File: config.mk
export PLATFORM = sky130hd
export DESIGN_NAME = hamming_secded_codec_core
export DESIGN_NICKNAME = d
export VERILOG_FILES = /design/src/rtl/core/hsc_pkg.sv /design/src/rtl/core/hsc_syndrome.sv /design/src/rtl/core/hamming_secded_codec_core.sv
export SDC_FILE = /design/constraint.sdc
export NUM_CORES = 1
export LEC_CHECK = 0
export BUFFER_PORTS_ARGS = -buffer_cell sky130_fd_sc_hd__buf_4
export CORE_ASPECT_RATIO = 0.8
export CORE_MARGIN = 4
export CORE_UTILIZATION = 33
export CTS_BUF_LIST = sky130_fd_sc_hd__clkbuf_8 sky130_fd_sc_hd__clkbuf_16
export DETAILED_ROUTE_END_ITERATION = 12
export PLACE_DENSITY_LB_ADDON = 0.2
export SLEW_MARGIN = 10
export SYNTH_ARGS = -nofsm -noshare
export SYNTH_HDL_FRONTEND = slang
export SYNTH_HIERARCHICAL = 1
export SYNTH_SLANG_ARGS = --single-unit
export TNS_END_PERCENT = 5
File: constraint.sdc
create_clock -name clk_i -period 11.8 [get_ports clk_i]
set_input_delay 0.59 -clock clk_i [delete_from_list [all_inputs] [get_ports clk_i]]
set_output_delay 0.59 -clock clk_i [all_outputs]
set_load 0.01 [all_outputs]
File: src/rtl/core/hsc_pkg.sv
`timescale 1ns / 1ps
`default_nettype none

package hsc_pkg;

  // Default code geometry: 57 data bits and 6 check bits give a 63-position
  // Hamming code plus one overall parity bit, filling a 64-bit word.
  localparam int unsigned DataBitsDef  = 57;
  localparam int unsigned CheckBitsDef = 6;

  // Fixed field widths of the ports.
  localparam int unsigned WordW   = 64;
  localparam int unsigned DataW   = 57;
  localparam int unsigned SyndW   = 6;
  localparam int unsigned StatusW = 3;

  // Request kind.
  localparam logic KindEncode = 1'b0;
  localparam logic KindDecode = 1'b1;

  // Result status codes.
  typedef enum logic [StatusW-1:0] {
    ST_CLEAN  = 3'd0,
    ST_DOUBLE = 3'd1,
    ST_PARITY = 3'd2,
    ST_SINGLE = 3'd3,
    ST_RANGE  = 3'd4
  } status_e;

  function automatic logic is_pow2(input int unsigned p);
    return (p & (p - 1)) == 0;
  endfunction

  // Bits 0 to code_len inclusive: the positions plus the overall parity bit.
  function automatic logic [WordW-1:0] word_mask(input int unsigned code_len);
    logic [WordW-1:0] m;
    m = '0;
    for (int unsigned b = 0; b < WordW; b++) begin
      if (b <= code_len) begin
        m[b] = 1'b1;
      end
    end
    return m;
  endfunction

  // Positions covered by syndrome bit bit_idx.
  function automatic logic [WordW-1:0] syn_mask(input int unsigned bit_idx,
                                                input int unsigned code_len);
    logic [WordW-1:0] m;
    m = '0;
    for (int unsigned p = 1; p < WordW; p++) begin
      if (p <= code_len && ((p >> bit_idx) & 1) == 1) begin
        m[p-1] = 1'b1;
      end
    end
    return m;
  endfunction

  // Places the data bits, first bit first, into the positions that are not
  // powers of two; check bit positions are left at zero.
  function automatic logic [WordW-1:0] scatter(input logic [DataW-1:0] data,
                                               input int unsigned code_len,
                                               input int unsigned data_bits);
    logic [WordW-1:0] w;
    int unsigned      d;
    w = '0;
    d = 0;
    for (int unsigned p = 1; p < WordW; p++) begin
      if (p <= code_len && !is_pow2(p)) begin
        if (d < data_bits && d < DataW) begin
          w[p-1] = data[d];
        end
        d++;
      end
    end
    return w;
  endfunction

  // Reads the data bits back out of a code word.
  function automatic logic [DataW-1:0] gather(input logic [WordW-1:0] w,
                                              input int unsigned code_len,
                                              input int unsigned data_bits);
    logic [DataW-1:0] data;
    int unsigned      d;
    data = '0;
    d    = 0;
    for (int unsigned p = 1; p < WordW; p++) begin
      if (p <= code_len && !is_pow2(p)) begin
        if (d < data_bits && d < DataW) begin
          data[d] = w[p-1];
        end
        d++;
      end
    end
    return data;
  endfunction

endpackage

`default_nettype wire

File: src/rtl/core/hsc_syndrome.sv
`timescale 1ns / 1ps
`default_nettype none

// Syndrome and overall parity of a word whose bits above the code are zero.
module hsc_syndrome
  import hsc_pkg::*;
#(
  parameter int unsigned CODE_LEN = DataBitsDef + CheckBitsDef
) (
  input  wire logic [WordW-1:0] word_i,
  output logic      [SyndW-1:0] syndrome_o,
  output logic                  parity_o
);

  for (genvar i = 0; i < SyndW; i++) begin : g_syn
    localparam logic [WordW-1:0] Mask = syn_mask(i, CODE_LEN);
    assign syndrome_o[i] = ^(word_i & Mask);
  end

  assign parity_o = ^word_i;

endmodule

`default_nettype wire

File: src/rtl/core/hamming_secded_codec_core.sv
`timescale 1ns / 1ps
`default_nettype none

// Extended Hamming SECDED codec. Each transfer on the input channel is either
// an encode request (kind_i low: data_word_i is spread over the non-power-of-
// two positions, the check bits and the overall parity bit are added) or a
// decode request (kind_i high: code_word_i is checked and, where possible,
// corrected). Every request gives exactly one result transfer with the code
// word, the data bits read from it, a status (clean, double error left
// unchanged, parity bit fixed, single bit fixed, syndrome beyond the code)
// and the syndrome as the one-based error position. The block takes one
// request per clock and delivers one result per clock when the output side
// does not stall. There are three register stages (input capture, syndrome
// and parity trees, correction and output register). The request is captured
// in the input register at its accepting edge, then moves on through the
// syndrome register into the output register, from which the result is
// presented and taken. Bits of code_word_i above the overall parity bit are
// ignored and read back as zero.
module hamming_secded_codec_core
  import hsc_pkg::*;
#(
  parameter int unsigned DATA_BITS  = DataBitsDef,
  parameter int unsigned CHECK_BITS = CheckBitsDef
) (
  input  wire logic               clk_i,
  input  wire logic               rst_ni,
  // Request channel.
  input  wire logic               in_valid_i,
  output logic                    in_stall_o,
  input  wire logic               kind_i,
  input  wire logic [DataW-1:0]   data_word_i,
  input  wire logic [WordW-1:0]   code_word_i,
  // Result channel.
  output logic                    out_valid_o,
  input  wire logic               out_stall_i,
  output logic [WordW-1:0]        code_out_o,
  output logic [DataW-1:0]        data_out_o,
  output logic [StatusW-1:0]      status_o,
  output logic [SyndW-1:0]        error_position_o
);

  // Number of code positions; the overall parity bit sits just above them.
  localparam int unsigned        CODE_LEN  = DATA_BITS + CHECK_BITS;
  localparam logic [SyndW-1:0]   CodeLenS  = SyndW'(CODE_LEN);
  localparam logic [WordW-1:0]   WordMask  = word_mask(CODE_LEN);

  typedef struct packed {
    logic             kind;
    logic [WordW-1:0] word;
  } stage1_t;

  typedef struct packed {
    logic             kind;
    logic [WordW-1:0] word;
    logic [SyndW-1:0] syndrome;
    logic             parity;
  } stage2_t;

  // Each stage may load when it is empty or when the stage after it moves
  // on, so a bubble anywhere in the pipeline is squeezed out and a stall at
  // the output holds every occupied stage without loss.
  logic v1_q, v1_d;
  logic v2_q, v2_d;
  logic v3_q, v3_d;
  logic adv1, adv2, adv3;

  assign adv3 = !v3_q || !out_stall_i;
  assign adv2 = !v2_q || adv3;
  assign adv1 = !v1_q || adv2;

  assign in_stall_o = !adv1;

  assign v1_d = adv1 ? in_valid_i : v1_q;
  assign v2_d = adv2 ? v1_q       : v2_q;
  assign v3_d = adv3 ? v2_q       : v3_q;

  always_ff @(posedge clk_i or negedge rst_ni) begin
    if (!rst_ni) begin
      v1_q <= 1'b0;
      v2_q <= 1'b0;
      v3_q <= 1'b0;
    end else begin
      v1_q <= v1_d;
      v2_q <= v2_d;
      v3_q <= v3_d;
    end
  end

  // Stage one: an encode request is spread into its code positions and a
  // decode request has the bits above the code cleared, so both kinds
  // leave this stage as one word for the shared syndrome trees.
  stage1_t s1_q, s1_d;

  always_comb begin
    s1_d.kind = kind_i;
    if (kind_i == KindEncode) begin
      s1_d.word = scatter(data_word_i, CODE_LEN, DATA_BITS);
    end else begin
      s1_d.word = code_word_i & WordMask;
    end
  end

  always_ff @(posedge clk_i) begin
    if (in_valid_i && adv1) begin
      s1_q <= s1_d;
    end
  end

  // Stage two: syndrome and overall parity.
  stage2_t          s2_q, s2_d;
  logic [SyndW-1:0] syn1;
  logic             par1;

  hsc_syndrome #(
    .CODE_LEN (CODE_LEN)
  ) u_syndrome (
    .word_i     (s1_q.word),
    .syndrome_o (syn1),
    .parity_o   (par1)
  );

  assign s2_d = '{kind: s1_q.kind, word: s1_q.word, syndrome: syn1, parity: par1};

  always_ff @(posedge clk_i) begin
    if (v1_q && adv2) begin
      s2_q <= s2_d;
    end
  end

  // Stage three: for an encode the syndrome of the data-only word is exactly
  // the set of check bits to insert, and the overall parity follows from the
  // data parity and those check bits. For a decode the syndrome and parity
  // classify the word, and a correctable error is flipped back.
  logic [WordW-1:0] ins;
  logic [WordW-1:0] word_fix;
  logic [DataW-1:0] data_d;
  status_e          status_d;
  logic [SyndW-1:0] epos_d;

  always_comb begin
    ins      = '0;
    word_fix = s2_q.word;
    status_d = ST_CLEAN;
    epos_d   = '0;
    for (int i = 0; i < SyndW; i++) begin
      if ((1 << i) <= CODE_LEN) begin
        ins[(1 << i) - 1] = s2_q.syndrome[i];
      end
    end
    if (s2_q.kind == KindEncode) begin
      word_fix           = s2_q.word | ins;
      word_fix[CODE_LEN] = s2_q.parity ^ (^ins);
    end else begin
      epos_d = s2_q.syndrome;
      if (s2_q.syndrome == '0 && !s2_q.parity) begin
        status_d = ST_CLEAN;
      end else if (!s2_q.parity) begin
        status_d = ST_DOUBLE;
      end else if (s2_q.syndrome == '0) begin
        status_d           = ST_PARITY;
        word_fix[CODE_LEN] = ~s2_q.word[CODE_LEN];
      end else if (s2_q.syndrome > CodeLenS) begin
        status_d = ST_RANGE;
      end else begin
        status_d = ST_SINGLE;
        word_fix = s2_q.word ^ (WordW'(1) << (s2_q.syndrome - SyndW'(1)));
      end
    end
    data_d = gather(word_fix, CODE_LEN, DATA_BITS);
  end

  logic [WordW-1:0] code_q;
  logic [DataW-1:0] data_q;
  status_e          status_q;
  logic [SyndW-1:0] epos_q;

  always_ff @(posedge clk_i) begin
    if (v2_q && adv3) begin
      code_q   <= word_fix;
      data_q   <= data_d;
      status_q <= status_d;
      epos_q   <= epos_d;
    end
  end

  assign out_valid_o      = v3_q;
  assign code_out_o       = code_q;
  assign data_out_o       = data_q;
  assign status_o         = status_q;
  assign error_position_o = epos_q;

endmodule

`default_nettype wire

==> results of run 1 <==
power by group through the flow:
stage	combinational [W]	sequential, W	clock [W]
after global routing	0.000767	0.00107	0.000887
after detailed placement	0.000715	0.00108	0
after floorplan	0.000517	0.00105	0
final	0.000710	0.00106	0.000827
after global placement	0.000713	0.00108	0
after CTS	0.000718	0.00106	0.000851
flip-flops by register name, indices dropped and copies added, names as in the netlist:
register,cells
s2_q,66
s1_q,65
data_out_o,33
code_out_o,31
error_position_o,6
ins,6
status_o,3
out_valid_o,1
v1_q,1
v2_q,1
cell families after synthesis:
logic type / count (synthesis) / share of synthesized area (%)
adder cells (fa/ha/maj): 5 / 0.611
buffers and inverters: 78 / 5.34
AO/OA/AOI/OAI: 30 / 2.43
multiplexers: 64 / 6.95
flip-flops: 213 / 62.3
AND/OR/NAND/NOR: 115 / 5.35
XOR/XNOR: 174 / 17.0
other: 1 / 0.0366
layer usage:
layer | GRT usage [%] | share of wire [%] | vias up
met2 | 21.8 | 45 | 192
met3 | 3.16 | 6.6 | 32
met4 | 3.07 | 1.8 | 0
li1 | - | - | 2771
met5 | 0 | 0 | -
met1 | 21.6 | 47 | 2681
worst paths after layout:
path / start / end / slack [ps] / depth (start not counted)
max in group asynchronous: rst_ni / v2_q / 11300 / 2
worst max-delay path: ins[1] / code_out_o[61] / 8740 / 7
min in group asynchronous: rst_ni / out_valid_o / 410 / 2
worst max register to register: ins[1] / code_out_o[61] / 8740 / 7
worst min register to register: s1_q[64] / s2_q[71] / 420 / 0
worst min-delay path: in_valid_i / v1_q / 280 / 2
area by class of cell:
type | count | area (µm²) | area share, %
sequential | 213 | 6380 | 48.8
multi-input combinational | 389 | 3330 | 25.5
timing repair buffer | 259 | 1950 | 14.9
clock buffer | 25 | 626 | 4.78
tap | 413 | 517 | 3.95
clock inverter | 18 | 267 | 2.04
inverter | 4 | 15.0 | 0.115
metrics by stage:
step / total power [W] / util [%] / instances / hold slack, ps / setup slack, ps
after floorplan: 0.00157 / - / 680 / 294 / 5280
after global placement: 0.00179 / 40.0 / 1277 / 382 / 8880
after detailed placement: 0.00179 / 40.0 / 1277 / 381 / 8790
after CTS: 0.00263 / 43.0 / 1321 / 257 / 8790
after global routing: 0.00273 / 43.0 / 1321 / 283 / 8550
final: 0.00260 / 43.0 / 1321 / 281 / 8740
layout by cell type (no fill, tap or decap), types with 2 or more instances in the layout:
cell and count:
buf_4 258, edfxtp_1 210, xnor2_1 83, xor2_1 75, nor2_1 69, mux2_2 57
clkbuf_16 25, and2_1 13, nand2_1 11, o21ai_0 10, xnor3_1 9, mux2i_1 7
bufinv_16 7, inv_1 6, a21oi_1 6, clkinv_2 6, ha_1 5, nor2b_1 4
a21boi_0 3, dfrtp_1 3, or3_1 2, nor3b_1 2, and2_4 2, nand2b_1 2
clkinvlp_4 2, xnor2_2 2, xor3_1 2, xnor3_2 2
critical path, cell delays in order, from the launching register on:
cell and delay, ps:
edfxtp_1 490, inv_1 200, ha_1 310, nor4b_1 560, and2_1 330, o221ai_4 320, nor2_1 460, xor2_1 120
==> flow_summary.json, run 1 <==
{
  "core-area_um2": 30500,
  "power.leakage_nw": 5.07,
  "min_period_ps": 3060,
  "htreeDepth": 1,
  "drv_slew": 0,
  "clock_latency_ps": 510,
  "grt_pass1_vias": 5749,
  "num-fill-cells": 2801,
  "holdBufCountCts": 1,
  "final.setup.tns_ps": 0,
  "maxCapViolations": 0,
  "cts_setup_buffers": 0,
  "slew_headroom_pct": 20.4,
  "final_nets": 1022,
  "die_area_um2": 33900,
  "cts-root-buf": "clkbuf_16",
  "area_growth_pct": 27.7,
  "die_h_um": 166,
  "diodes": 0,
  "tightest_slew_ps": 1180,
  "grt_pass1_wl_um": 36400,
  "cts.path.max_buffers": 3,
  "yosys-top-cells-area": "edfxtp_1 (62%), xnor2_1 (7.1%), xor2_1 (6.4%), mux2_2 (6.3%), buf_4 (4.2%)",
  "via_per_inst": 4.30,
  "power.switching_w": 0.000734,
  "route.detailed.drc": 0,
  "rsz0062_at_grt": "no",
  "yosys-top-cells-count": "edfxtp_1 (210), xnor2_1 (83), xor2_1 (75)",
  "cts_made_buffers": 24,
  "cts.sinks": 213,
  "finish.instance_area_um2": 13100,
  "postRouteAntennaNets": 0,
  "synth_ff_type": "edfxtp_1",
  "synth_area_per_cell_um2": 15.1,
  "wirelength_um": 25300,
  "synthDistinctLibCells": 48,
  "synth-edff-count": 210,
  "portBuffers": 257,
  "ys_async_sr_fraction_pct": 1.41,
  "finalSetupViolCount": 0,
  "antenna_found_initial": 0,
  "initial_core_util_pct": 33.6,
  "grt-ovfl-total": 0,
  "yosysSeqAreaShare_pct": 62.3,
  "cp.arrival_ps": 3300,
  "seqPwrFrac_pct": 40.8,
  "swShare_pct": 28.2,
  "hold_viol": 0,
  "netlist_instances": 680,
  "routabilityCongestion": 0.767,
  "clockPowerShare_pct": 31.8,
  "status": "finished, final reports clean",
  "yosysWarnings": 6,
  "clk_pin_slew_worst_paths_ps": 60,
  "finalClockSkew_ps": 5.78,
  "ir_drop_mv": 0.0885,
  "die_width_um": 205,
  "wl_per_cell_um": 19.2,
  "crit_path_end_kind": "register",
  "cp.required_ps": 12040,
  "rows": 57,
  "intPower_w": 0.00187,
  "vias": 5676,
  "drt_iter0_markers": 318,
  "cts_tree": "done",
  "p_comb_share_pct": 27.3,
  "drive_gt1_share_pct": 41.2,
  "yosysTopAreaCellShare_pct": 61.6,
  "fmax_ghz": 0.327,
  "place_hpwl_um": 18900,
  "syn_nets": 811,
  "firstDrtPassIters": 5,
  "yosysMostFrequentCell": "edfxtp_1",
  "grt_usage_pct": 14.5,
  "cp-start-kind": "register",
  "io_pins": 258,
  "powerDensity_nw_per_um2": 199,
  "synth_largest_area_cell": "edfxtp_1",
  "grt_start_max_net_pins": 74,
  "path_max_fanout": 15,
  "min_path_type": "in2reg",
  "cts_resized": 0,
  "place_area_um2": 12200,
  "synth-seq-cells": 213,
  "synth_area_um2": 10200,
  "timing_worst_setup_path_type": "reg2reg",
  "finalCritPeriodShare_pct": 25.9
}
(Power assumes the default switching activity.)
==> inputs of run 2 (changes only) <==
- clock period: 11.8 -> 3 ns (I/O delays scaled with it)
==> run 2 against run 1 <==
- cell area is 10% higher
- non-clock buffer count is 137 higher
- critical path depth stayed put
- sequential power grew to 3.9 times the previous value
- routed wire length is 5.0% higher
- final cell count is 10% higher
- worst hold slack better by 91 ps
- clock-buffer cell count stayed put
- critical path type unchanged
- critical endpoint is now data_out_o[56]
==> flow_summary.json, run 2 (same netlist as run 1, synthesis figures left out) <==
{
  "status": "finished, final reports clean",
  "tightest_slew_ps": 910,
  "rsz0062_at_grt": "no",
  "postRouteAntennaNets": 0,
  "path_max_fanout": 15,
  "rows": 57,
  "drt_iter0_markers": 372,
  "cts_made_buffers": 24,
  "die_h_um": 166,
  "core-area_um2": 30500,
  "maxCapViolations": 0,
  "crit_path_end_kind": "register",
  "fin_util_pct": 47.3,
  "initial_core_util_pct": 33.6,
  "multiInputGateArea_um2": 3330,
  "seqCellArea_um2": 6380,
  "min_path_type": "in2reg",
  "slew_headroom_pct": 38.7,
  "power.leakage_nw": 5.65,
  "drive_gt1_share_pct": 36.6,
  "cts-root-buf": "clkbuf_16",
  "cts_tree": "done",
  "critPathBufInv": 1,
  "cp.arrival_ps": 3010,
  "htreeDepth": 1,
  "largest-register": "s2_q",
  "die_area_um2": 33900,
  "clockPowerShare_pct": 29.2,
  "ir_drop_mv": 0.391,
  "crit_slowest_cell": "o221ai_4",
  "finalCritPeriodShare_pct": 92.3,
  "wirelength_um": 26600,
  "dr_wl_met2_um": 12500,
  "clk_pin_slew_worst_paths_ps": 60,
  "grt_pass1_vias": 6394,
  "area_growth_pct": 40.5,
  "cp.required_ps": 3240,
  "cts.path.max_buffers": 3,
  "powerDensity_nw_per_um2": 708,
  "routabilityCongestion": 0.789,
  "cpPeakStageDelay_ps": 580,
  "swShare_pct": 28.8,
  "timing_worst_setup_path_type": "reg2reg",
  "final_nets": 1159,
  "via_per_inst": 4.31,
  "wl_per_cell_um": 18.2,
  "drv_slew": 0,
  "crit_chain": "inv_1 > ha_1 > nor3b_1 > nor2b_1 > o221ai_4 > nor2_1 > xor2_1",
  "num-fill-cells": 2747,
  "finalClockSkew_ps": 7.24,
  "vias": 6283,
  "m1WireLength_um": 12400,
  "routed.top_layer": "met4",
  "fmax_ghz": 0.361,
  "min_period_ps": 2770,
  "grt_pass1_wl_um": 38900,
  "seqPwrFrac_pct": 40.7,
  "diodes": 0,
  "final.setup.tns_ps": 0,
  "power_w": 0.0102,
  "grt_start_max_net_pins": 74,
  "grt-ovfl-total": 0,
  "holdWs_ps": 372,
  "clock_latency_ps": 500,
  "finalSetupViolCount": 0,
  "r2r_slack_ps": 230,
  "cts.sinks": 213,
  "grt_usage_pct": 15.1,
  "antenna_found_initial": 0,
  "io_pins": 258,
  "portBuffers": 257,
  "route.detailed.drc": 0,
  "final_common_cell": "buf_4",
  "die_width_um": 205,
  "largest_register_ffs": 66,
  "firstDrtPassIters": 4,
  "path_delay_family": "simple AND/OR/NAND/NOR gates",
  "p_comb_share_pct": 30.1,
  "dr_wl_met3_um": 1340,
  "intPower_w": 0.00726,
  "hold_viol": 0,
  "power.switching_w": 0.00293,
  "final_cell_mix": "buf_4 (266), edfxtp_1 (210), dlygate4sd3_1 (126)",
  "cp-start-kind": "register",
  "place_hpwl_um": 19400
}
-- run 2: cell types whose count changed in the layout (fill, tap and decap cells not counted), sizes merged --
cell	change
buf	+12
bufinv	-3
clkinv	+3
clkinvlp	-2
dlygate4sd3	+125
inv	+3
-- run 2: final cells by class --
class / instances / share of cell area [%]
clock buffers: 25 / 4.35
clock inverters: 19 / 1.30
inverters: 4 / 0.104
multi-input cells: 389 / 23.1
flip-flops and latches: 213 / 44.3
well taps: 413 / 3.59
repair buffers: 396 / 23.2
-- run 2: repair_timing --
action,CTS,global route
hold buffers,126,0
buffers inserted,0,0
resized for setup,0,0
hold endpoints to repair,70,0
-- run 2: power groups by stage --
stage,registers [W],logic (W),clock network (W)
finish,0.00415,0.00307,0.00298
global placement,0.00420,0.00295,0
CTS,0.00415,0.00312,0.00306
floorplan,0.00412,0.00203,0
detailed placement,0.00421,0.00294,0
global route,0.00419,0.00332,0.00316
-- run 2: metal layers --
metal  track usage [%]  vias up
li1                  -     3042
met1              22.3     3031
met2              24.4      184
met3              1.91       26
met4              2.86        0
met5                 0        -
-- run 2: final timing paths --
kind | cells past startpoint | start | endpoint
setup / recovery | 7 | ins[1] | data_out_o[56]
hold / removal | 2 | kind_i | s1_q[15]
setup reg to reg | 7 | ins[1] | data_out_o[56]
hold reg to reg | 0 | s1_q[64] | s2_q[71]
max in group asynchronous | 3 | rst_ni | out_valid_o
min in group asynchronous | 3 | rst_ni | v1_q
-- run 2: stage by stage --
stage               instance area, µm²  instances  setup WS, ps
floorplan                        10300        680           282
CTS                              14400       1459           242
global route                     14400       1459          84.2
detailed placement               12300       1289           259
finish                           14400       1459           230
global placement                 12300       1289           368
==> inputs of run 3 (changes only) <==
- SLEW_MARGIN: 10 -> unset
- clock period: 3 -> 3.34 ns (I/O delays scaled with it)
==> run 3 against run 2 <==
- cell area shrank 1.4%
- clock-buffer cell count fell by 2
- sequential power down 9.4%
- register-to-register slack gained 220 ps
- non-clock buffer count down 10
- critical path depth did not move
==> flow_summary.json, run 3 (same netlist as run 1, synthesis figures left out) <==
{
  "io_pins": 258,
  "timing.rr.end": "code_out_o[0]",
  "die_area_um2": 33900,
  "wirelength_um": 26500,
  "firstDrtPassIters": 4,
  "r2r_slack_ps": 450,
  "via_per_inst": 4.32,
  "maxCapViolations": 0,
  "finalCritPeriodShare_pct": 86.6,
  "clk_pin_slew_worst_paths_ps": 60,
  "cts_resized": 0,
  "cts_tree": "done",
  "fmax_ghz": 0.346,
  "crit_chain": "inv_1 > ha_1 > nor3b_1 > xnor2_1 > nand4_2 > nor2_1 > mux2i_1",
  "rr_worst_depth": 7,
  "grt-ovfl-total": 0,
  "area_growth_pct": 38.5,
  "min_to": "s1_q[54]",
  "min_path_type": "in2reg",
  "path_max_fanout": 16,
  "num-fill-cells": 2724,
  "place_hpwl_um": 18700,
  "die_h_um": 166,
  "cts_made_buffers": 23,
  "final_cell_mix": "buf_4 (259), edfxtp_1 (210), dlygate4sd3_1 (124)",
  "cts.sinks": 213,
  "core-area_um2": 30500,
  "rsz0062_at_grt": "no",
  "r2r-start": "ins[0]",
  "grt_pass1_wl_um": 38800,
  "finalClockSkew_ps": 8.97,
  "ir_drop_mv": 0.414,
  "portBuffers": 257,
  "postRouteAntennaNets": 0,
  "htreeDepth": 1,
  "cp.arrival_ps": 3190,
  "drive_gt1_share_pct": 35.6,
  "largest-register": "s2_q",
  "diodes": 0,
  "clock_latency_ps": 500,
  "vias": 6241,
  "hold_viol": 0,
  "timing_worst_setup_path_type": "reg2reg",
  "drt_iter0_markers": 363,
  "cpPeakStageDelay_ps": 480,
  "tightest_slew_ps": 818,
  "wl_per_cell_um": 18.3,
  "grt_pass1_vias": 6357,
  "path_delay_family": "simple AND/OR/NAND/NOR gates",
  "power.leakage_nw": 5.55,
  "cp.required_ps": 3640,
  "final_nets": 1148,
  "min_period_ps": 2890,
  "crit_path_end_kind": "register",
  "route.detailed.drc": 0,
  "final_common_cell": "buf_4",
  "finalSetupViolCount": 0,
  "min_path_cells": 2,
  "cts.path.max_buffers": 3,
  "min_from": "data_word_i[48]",
  "routabilityCongestion": 0.749,
  "slew_headroom_pct": 45.4,
  "rows": 57,
  "drv_slew": 0,
  "largest_register_ffs": 66,
  "critPathBufInv": 1,
  "antenna_found_initial": 0,
  "die_width_um": 205,
  "status": "finished, final reports clean",
  "grt_usage_pct": 15.1,
  "crit_slowest_cell": "edfxtp_1",
  "initial_core_util_pct": 33.6,
  "cts-root-buf": "clkbuf_16",
  "cts_setup_buffers": 0,
  "powerDensity_nw_per_um2": 621,
  "final.setup.tns_ps": 0,
  "power_w": 0.00882,
  "cp-start-kind": "register",
  "grt_start_max_net_pins": 74
}
-- run 3: cell count changes in the layout (fill, tap and decap cells not counted), sizes merged --
cell,change
buf,-8
bufinv,-2
clkbuf,-2
clkinv,-2
dlygate4sd3,-2
inv,+3
-- run 3: worst register-to-register path, cell delays in order, from the launching register on --
cell	delay (ps)
edfxtp_1	480
inv_1	200
ha_1	320
nor3b_1	410
xnor2_1	260
nand4_2	440
nor2_1	260
mux2i_1	310
-- run 3: worst max path at each step --
stage,start,end,slack [ps],cells after the start
finish,ins[0],code_out_o[0],450,7
CTS,ins[0],code_out_o[0],500,7
detailed placement,ins[0],code_out_o[29],520,7
global placement,ins[0],code_out_o[17],610,7
global route,ins[0],code_out_o[0],200,7
floorplan,out_valid_o,code_out_o[0],300,1
-- run 3: through the flow --
| stage | setup slack, ps | utilization (%) | instance area (µm²) | hold slack (ps) | instances |
|---|---|---|---|---|---|
| floorplan | 302 | - | 10200 | -129 | 680 |
| global placement | 614 | 40.2 | 12200 | -42.0 | 1281 |
| detailed placement | 518 | 40.2 | 12200 | -36.5 | 1281 |
| CTS | 503 | 46.6 | 14200 | 2.31 | 1445 |
| global route | 199 | 46.6 | 14200 | 9.68 | 1446 |
| finish | 448 | 46.6 | 14200 | 20.8 | 1446 |
-- run 3: area by class of cell --
type,count,area [µm²],share of cell area [%]
clock buffer,23,576,4.06
clock inverter,18,126,0.890
inverter,4,15.0,0.106
multi-input combinational,389,3330,23.5
sequential,213,6380,45.0
tap,413,517,3.64
timing repair buffer,386,3250,22.9
-- run 3: power breakdown --
part           switching, W  internal (W)  leakage, nW
clock               0.00100       0.00140        0.379
sequential         0.000330       0.00343         2.06
combinational       0.00127       0.00140         3.11
-- run 3: metal layers --
metal | global-route usage [%] | share of wire [%]
met5 | 0 | 0
met4 | 3.35 | 1.7
met3 | 2.85 | 6.0
met2 | 22.7 | 44
met1 | 22.9 | 48
-- run 3: what timing repair did --
| action | 4_1_cts | 5_1_grt |
|---|---|---|
| endpoints found under the hold margin | 68 | 1 |
| hold buffers | 123 | 1 |
| endpoints found under the setup margin | 0 | 0 |
